$ cat src/hw/rtl/adwc_pkg.sv
`default_nettype none
// ----------------------------------------------------------------------------
// adwc_pkg
// shared types, widths and datapath commands for the audio dma window cache
// ----------------------------------------------------------------------------
package adwc_pkg;

    localparam int LINK_W          = 8;
    localparam int ADDR_W          = 32;
    localparam int LEN_W           = 16;
    localparam int FRAME_W         = 32;
    localparam int IDX_OUT_W       = 7;
    localparam int OFF_W           = 10;
    localparam int TAG_W           = 8;
    localparam int NUM_BUFFERS_DEF = 128;
    localparam int BUFFER_BYTES_DEF = 512;

    localparam logic [LINK_W-1:0] NIL     = 8'hFF;
    localparam logic [TAG_W-1:0]  TAG_MAX = 8'hFF;

    typedef logic [LINK_W-1:0] link_t;

    typedef enum logic [4:0] {
        OP_NONE,
        OP_LOAD,
        OP_WRD,
        OP_WSTEP,
        OP_HIT,
        OP_EXH,
        OP_MRD,
        OP_MUNL,
        OP_MLRD,
        OP_MLA,
        OP_MLB,
        OP_MHA,
        OP_MHB,
        OP_MEMP,
        OP_MOUT,
        OP_SRD,
        OP_SUNL,
        OP_SSKIP,
        OP_SFRD,
        OP_SFA,
        OP_SFB,
        OP_SFE,
        OP_SDONE
    } dp_op_t;

    typedef struct packed {
        logic cur_ok;
        logic above;
        logic covers;
        logic stale;
        logic free_ok;
        logic last_ok;
        logic used_ok;
        logic out_free;
    } dp_status_t;

endpackage
`default_nettype wire

$ cat src/hw/rtl/adwc_ctrl.sv
`default_nettype none
// ----------------------------------------------------------------------------
// adwc_ctrl
// sequencer for list walks, buffer allocation and the frame-end sweep
// ----------------------------------------------------------------------------
module adwc_ctrl (
    input  wire logic                  clk,
    input  wire logic                  rst_n,
    input  wire logic                  in_valid,
    input  wire logic                  req_type,
    output logic                       in_stall,
    input  wire adwc_pkg::dp_status_t  st,
    output adwc_pkg::dp_op_t           op
);

    typedef enum logic [4:0] {
        ST_IDLE,
        ST_W_RD,
        ST_W_CHK,
        ST_HIT,
        ST_M_DEC,
        ST_EXH,
        ST_M_UNL,
        ST_M_LRD,
        ST_M_LA,
        ST_M_LB,
        ST_M_HA,
        ST_M_HB,
        ST_M_EMP,
        ST_M_OUT,
        ST_S_RD,
        ST_S_CHK,
        ST_S_FRD,
        ST_S_FA,
        ST_S_FB,
        ST_S_FE,
        ST_S_DONE
    } state_t;

    state_t state_reg, state_next;

    assign in_stall = (state_reg != ST_IDLE);

    always_comb
    begin
        state_next = state_reg;
        op         = adwc_pkg::OP_NONE;
        unique case (state_reg)
            ST_IDLE:
            begin
                if (in_valid)
                begin
                    op         = adwc_pkg::OP_LOAD;
                    state_next = req_type ? ST_S_RD : ST_W_RD;
                end
            end
            ST_W_RD:
            begin
                if (!st.cur_ok)
                begin
                    state_next = ST_M_DEC;
                end
                else
                begin
                    op         = adwc_pkg::OP_WRD;
                    state_next = ST_W_CHK;
                end
            end
            ST_W_CHK:
            begin
                if (st.above)
                begin
                    state_next = ST_M_DEC;
                end
                else if (st.covers)
                begin
                    state_next = ST_HIT;
                end
                else
                begin
                    op         = adwc_pkg::OP_WSTEP;
                    state_next = ST_W_RD;
                end
            end
            ST_HIT:
            begin
                if (st.out_free)
                begin
                    op         = adwc_pkg::OP_HIT;
                    state_next = ST_IDLE;
                end
            end
            ST_M_DEC:
            begin
                if (!st.free_ok)
                begin
                    state_next = ST_EXH;
                end
                else
                begin
                    op         = adwc_pkg::OP_MRD;
                    state_next = ST_M_UNL;
                end
            end
            ST_EXH:
            begin
                if (st.out_free)
                begin
                    op         = adwc_pkg::OP_EXH;
                    state_next = ST_IDLE;
                end
            end
            ST_M_UNL:
            begin
                op = adwc_pkg::OP_MUNL;
                if (st.last_ok)
                begin
                    state_next = ST_M_LRD;
                end
                else if (st.used_ok)
                begin
                    state_next = ST_M_HA;
                end
                else
                begin
                    state_next = ST_M_EMP;
                end
            end
            ST_M_LRD:
            begin
                op         = adwc_pkg::OP_MLRD;
                state_next = ST_M_LA;
            end
            ST_M_LA:
            begin
                op         = adwc_pkg::OP_MLA;
                state_next = ST_M_LB;
            end
            ST_M_LB:
            begin
                op         = adwc_pkg::OP_MLB;
                state_next = ST_M_OUT;
            end
            ST_M_HA:
            begin
                op         = adwc_pkg::OP_MHA;
                state_next = ST_M_HB;
            end
            ST_M_HB:
            begin
                op         = adwc_pkg::OP_MHB;
                state_next = ST_M_OUT;
            end
            ST_M_EMP:
            begin
                op         = adwc_pkg::OP_MEMP;
                state_next = ST_M_OUT;
            end
            ST_M_OUT:
            begin
                if (st.out_free)
                begin
                    op         = adwc_pkg::OP_MOUT;
                    state_next = ST_IDLE;
                end
            end
            ST_S_RD:
            begin
                if (!st.cur_ok)
                begin
                    state_next = ST_S_DONE;
                end
                else
                begin
                    op         = adwc_pkg::OP_SRD;
                    state_next = ST_S_CHK;
                end
            end
            ST_S_CHK:
            begin
                if (st.stale)
                begin
                    op         = adwc_pkg::OP_SUNL;
                    state_next = st.free_ok ? ST_S_FRD : ST_S_FE;
                end
                else
                begin
                    op         = adwc_pkg::OP_SSKIP;
                    state_next = ST_S_RD;
                end
            end
            ST_S_FRD:
            begin
                op         = adwc_pkg::OP_SFRD;
                state_next = ST_S_FA;
            end
            ST_S_FA:
            begin
                op         = adwc_pkg::OP_SFA;
                state_next = ST_S_FB;
            end
            ST_S_FB:
            begin
                op         = adwc_pkg::OP_SFB;
                state_next = ST_S_RD;
            end
            ST_S_FE:
            begin
                op         = adwc_pkg::OP_SFE;
                state_next = ST_S_RD;
            end
            ST_S_DONE:
            begin
                if (st.out_free)
                begin
                    op         = adwc_pkg::OP_SDONE;
                    state_next = ST_IDLE;
                end
            end
            default:
            begin
                state_next = ST_IDLE;
            end
        endcase
    end

    always_ff @(posedge clk or negedge rst_n)
    begin
        if (!rst_n)
        begin
            state_reg <= ST_IDLE;
        end
        else
        begin
            state_reg <= state_next;
        end
    end

endmodule
`default_nettype wire

$ cat config.mk
export PLATFORM = sky130hd
export DESIGN_NAME = adwc_ctrl
export DESIGN_NICKNAME = d
export VERILOG_FILES = /design/src/hw/rtl/adwc_pkg.sv /design/src/hw/rtl/adwc_ctrl.sv
export SDC_FILE = /design/constraint.sdc
export NUM_CORES = 1
export LEC_CHECK = 0
export BUFFER_PORTS_ARGS = -buffer_cell sky130_fd_sc_hd__buf_4
export CORE_MARGIN = 2
export CORE_UTILIZATION = 40
export DETAILED_ROUTE_END_ITERATION = 7
export GPL_TIMING_DRIVEN = 0
export HOLD_SLACK_MARGIN = 0.03
export SLEW_MARGIN = 20
export SYNTH_ARGS = -nofsm -noshare
export SYNTH_HDL_FRONTEND = slang
export SYNTH_SLANG_ARGS = --single-unit
$ cat constraint.sdc
create_clock -name clk -period 1.6 [get_ports clk]
set_input_delay 0.24 -clock clk [delete_from_list [all_inputs] [get_ports clk]]
set_output_delay 0.24 -clock clk [all_outputs]
set_load 0.005 [all_outputs]
# Word-level counts from Yosys, hierarchy flattened
# Cells that the tools add are included.
# totals
out_inout_bits	6
wordCells	54
reg_bits	5
# classes
n_reduce_logical	6
n_eq_ne	22
mux	25
# ops
op	n
$pmux 5 s21	1
$pmux 5 s15	1
$eq 5x4->1 const B	8
$eq 5x5->1 const B	5
$mux 5	5
$eq 5x3->1 const B	4
$mux 3	6
$mux 4	4
$mux 2	6
$eq 5x2->1 const B	2
$eq 5x1->1 const B	1
$logic_not 5->1	1
$reduce_bool 5->1	1
$reduce_or 4->1	1
$reduce_or 3->1	1
$mux 1	2
$ne 2x1->1 const B	1
$ne 2x2->1 const B	1
$reduce_and 2->1	1
$reduce_or 2->1	1

# Logic depth before layout (Yosys ltp)
# logic_depth
depth_word	4
mapped_depth	7

# Least setup slack after synthesis
# OpenSTA, ideal clock, no wires.
# synth_path
path_kind	register to output
from	reg state_reg[3]
to	out op[1]
path_stages_with_launch	6
arrival_ps	1291
n_path_buf	1
slack_ps	69
cell_sequence	dfrtp_1 buf_6 or2_2 nor4b_1 o21bai_1 o211ai_1
# synth_between
elab_chain_cells	2
# synth_lines
item	line_no	rtl
start, declared	adwc_ctrl.sv:40	state_t state_reg, state_next;
start signal, assigned	adwc_ctrl.sv:235	state_reg <= state_next;
$eq 5x5->1, or another cell as far along	adwc_ctrl.sv:48	unique case (state_reg)
$pmux 5 s21 (*)	adwc_ctrl.sv:48	
end, declared	adwc_ctrl.sv:13	output adwc_pkg::dp_op_t op
# Every way passes the cells marked *; elsewhere a longest branch is shown, timed or not.

# Worst setup path after layout
# layout_path
from	reg state_reg[1]
to	out op[1]
# Same word-level chain as after synthesis.

==> flow_summary.json <==
{
  "fin_area_um2": 1520,
  "synth_cells": 141,
  "gp_congestion": 0.959,
  "power.switching_uw": 1470,
  "synth-seq-cells": 5,
  "finalMaxSlewViolations": 0,
  "drive_gt1_share_pct": 44.1,
  "cp-start-kind": "flip-flop",
  "io_buffers": 16,
  "wl_um": 3680,
  "drt_iter0_drc": 55,
  "hold_ws_ns": 0.322,
  "rsz0062_at_grt": "true",
  "synth_seq_area_share_pct": 12.6,
  "nFillCells": 206,
  "cts_max_level": 1,
  "async_reset_ff_share_pct": 100,
  "fin_ws_ns": -0.332,
  "maxSlewHeadroom_pct": 67.7,
  "comb_power_share_pct": 88.1,
  "grt_pass1_vias": 1148,
  "io_pins": 18,
  "min_path_type": "in -> reg",
  "crit_type": "reg -> out",
  "chipHeight_um": 53.9,
  "synth.cell_area_um2": 996,
  "drtAntennaViolNets": 0,
  "vias": 1246,
  "synth_area_per_cell_um2": 7.06,
  "intPower_uw": 1590,
  "core-area_um2": 2410,
  "clk_latency_ns": 0.24,
  "p_sw_share_pct": 48.0,
  "max-vdd-ir-drop_uv": 1190,
  "multiInputGateArea_um2": 881,
  "startpoint": "state_reg[1]$_DFFE_PN0P_",
  "cts_sinks": 5,
  "placed_cell_area_um2": 1150,
  "yosys-top-cells-count": "16 x nor2_1, 13 x nand2_1, 8 x a21oi_1, 8 x nand3_1, 8 x o21ai_0",
  "tightest_slew_ns": 0.484,
  "power_leakage_uw": 0.000616,
  "seq_area_um2": 126,
  "diodes": 0,
  "synth_most_common_cell": "nor2_1",
  "synth_cell_type_count": 47,
  "start_util_pct": 41.3,
  "hold_depth": 3,
  "pwr_density_cell_nw_per_um2": 2010,
  "ys_warn_count": 0,
  "synth_area_leaders": "dfrtp_1 13%, nor2_1 6.0%, nand2_1 4.9%",
  "ys.flop_type": "dfrtp_1",
  "hold_viol": 0,
  "num_rows": 18,
  "die_area_um2": 2910,
  "drc": 0,
  "nets": 190,
  "clock-root-buffer": "clkbuf_4",
  "seqPwrFrac_pct": 7.1,
  "avgRoutedWirePerCell_um": 17.8,
  "grt_usage_pct": 27.6,
  "post_drt_via_cell_ratio": 6.02,
  "violations": "setup timing",
  "first_pass_iters": 4,
  "cp.arrival_ns": 1.69,
  "min_period_ns": 1.93,
  "fin_tns_setup_ns": -1.31,
  "run_status": "finished, violations left",
  "grt_pass1_wl_um": 5730,
  "setup-violations-final": 7,
  "use_met3_pct": 4.44,
  "clk_pin_slew_ns": 0.04,
  "dp_hpwl_um": 2390,
  "r2r_slack_ns": -0.08,
  "clockBufferDepth": 2,
  "cp_max_fo": 10,
  "timing.hold.worst.start": "st[4]",
  "timing.rr.end": "state_reg[2]$_DFFE_PN0P_",
  "cts_tree": "built",
  "synth_top_area_share_pct": 12.6,
  "largest_reg_flops": 5,
  "cp-end-kind": "primary output",
  "worst_ep_required_time_ns": 1.36,
  "die_w_um": 53.9,
  "busiest_layer": "met2",
  "area_growth_pct": 52.6,
  "clock_power_share_pct": 4.7,
  "grt_max_degree": 11,
  "numCtsBuffers": 3,
  "total_power_uw": 3060,
  "use_met1_pct": 38.4,
  "cap_violations": 0,
  "grt_antenna_before_repair": 0,
  "period_share_pct": 121,
  "met2_usage_pct": 45.1,
  "syn_nets": 153,
  "grt_remaining_overflow": 0,
  "worstHoldEndpoint": "state_reg[0]$_DFFE_PN0P_",
  "skew_ns": 0.000139,
  "yosys.area.top_type": "dfrtp_1",
  "synth_edf_count": 0,
  "max_freq_ghz": 0.518,
  "regToRegStartpoint": "state_reg[3]$_DFFE_PN0P_",
  "worst_r2r_path_depth": 7
}
==> worst max path at each step <==
stage	endpoint	slack (ns)	depth (start not counted)
floorplan	op[1]	0.07	5
global placement	op[1]	-0.21	7
detailed placement	op[1]	-0.24	7
CTS	op[0]	-0.28	6
global route	op[1]	-0.36	7
finish	op[1]	-0.33	7
==> power groups by stage <==
stage | logic, uW | clock network (uW) | registers (uW)
final | 2700 | 144 | 219
after global routing | 2890 | 163 | 223
after CTS | 2330 | 151 | 216
after detailed placement | 1910 | 0 | 231
after global placement | 1910 | 0 | 230
after floorplan | 1380 | 0 | 221
==> repair_timing <==
action	CTS	global route
cloned	0	1
pin swaps	9	5
hold endpoints to repair	5	0
setup buffers	12	2
hold buffers	1	0
resized for setup	30	17
endpoints found under the setup margin	8	10
==> cell type report <==
type | instances | share of cell area (%)
Sequential cell | 5 | 8.31
Multi-Input combinational cell | 118 | 57.9
Inverter | 3 | 0.823
Tap cell | 30 | 2.47
Clock buffer | 4 | 1.73
Timing Repair Buffer | 32 | 17.6
Buffer | 15 | 11.1
==> critical path, cell delays in order, from the launching register on <==
cell,delay [ns]
dfrtp_1,0.38
buf_6,0.18
buf_4,0.21
nand3b_1,0.12
a21oi_1,0.14
nor2_1,0.06
o211ai_1,0.20
buf_4,0.15
==> routing by layer <==
layer  share of wire, %  vias to the layer above  wire, um
li1                   -                      599         -
met5                  0                        -         0
met2                 48                       55      1780
met1                 44                      590      1630
met3                7.0                        2       258
met4               0.27                        0        10
==> placed cells by master (no fill, tap or decap), drive strengths merged, types with 2 or more instances in the layout <==
| cell | n |
|---|---|
| a21oi | 8 |
| a31oi | 7 |
| a32oi | 2 |
| buf | 43 |
| clkbuf | 7 |
| dfrtp | 5 |
| inv | 2 |
| mux2i | 3 |
| nand2 | 13 |
| nand2b | 4 |
| nand3 | 8 |
| nand3b | 7 |
| nor2 | 16 |
| nor2b | 6 |
| nor3 | 4 |
| nor3b | 2 |
| nor4b | 2 |
| o211ai | 3 |
| o21ai | 12 |
| o21bai | 2 |
| o22ai | 2 |
==> through the flow <==
step	instances	util [%]	setup WS, ns
after floorplan	141	-	0.0690
after global placement	187	47.9	-0.210
after detailed placement	187	47.9	-0.240
after CTS	204	57.4	-0.281
after global routing	207	63.1	-0.358
final	207	63.1	-0.332
==> cells by family (layout without fill, tap and decap cells) <==
logic type / Yosys count / count (layout) / synth area share, %
buf+inv: 18 / 54 / 12.7
compound gates: 47 / 47 / 32.3
mux: 4 / 4 / 4.15
flops: 5 / 5 / 12.6
simple gates: 67 / 67 / 38.3
No activity file was read; power rests on OpenSTA's default activity.
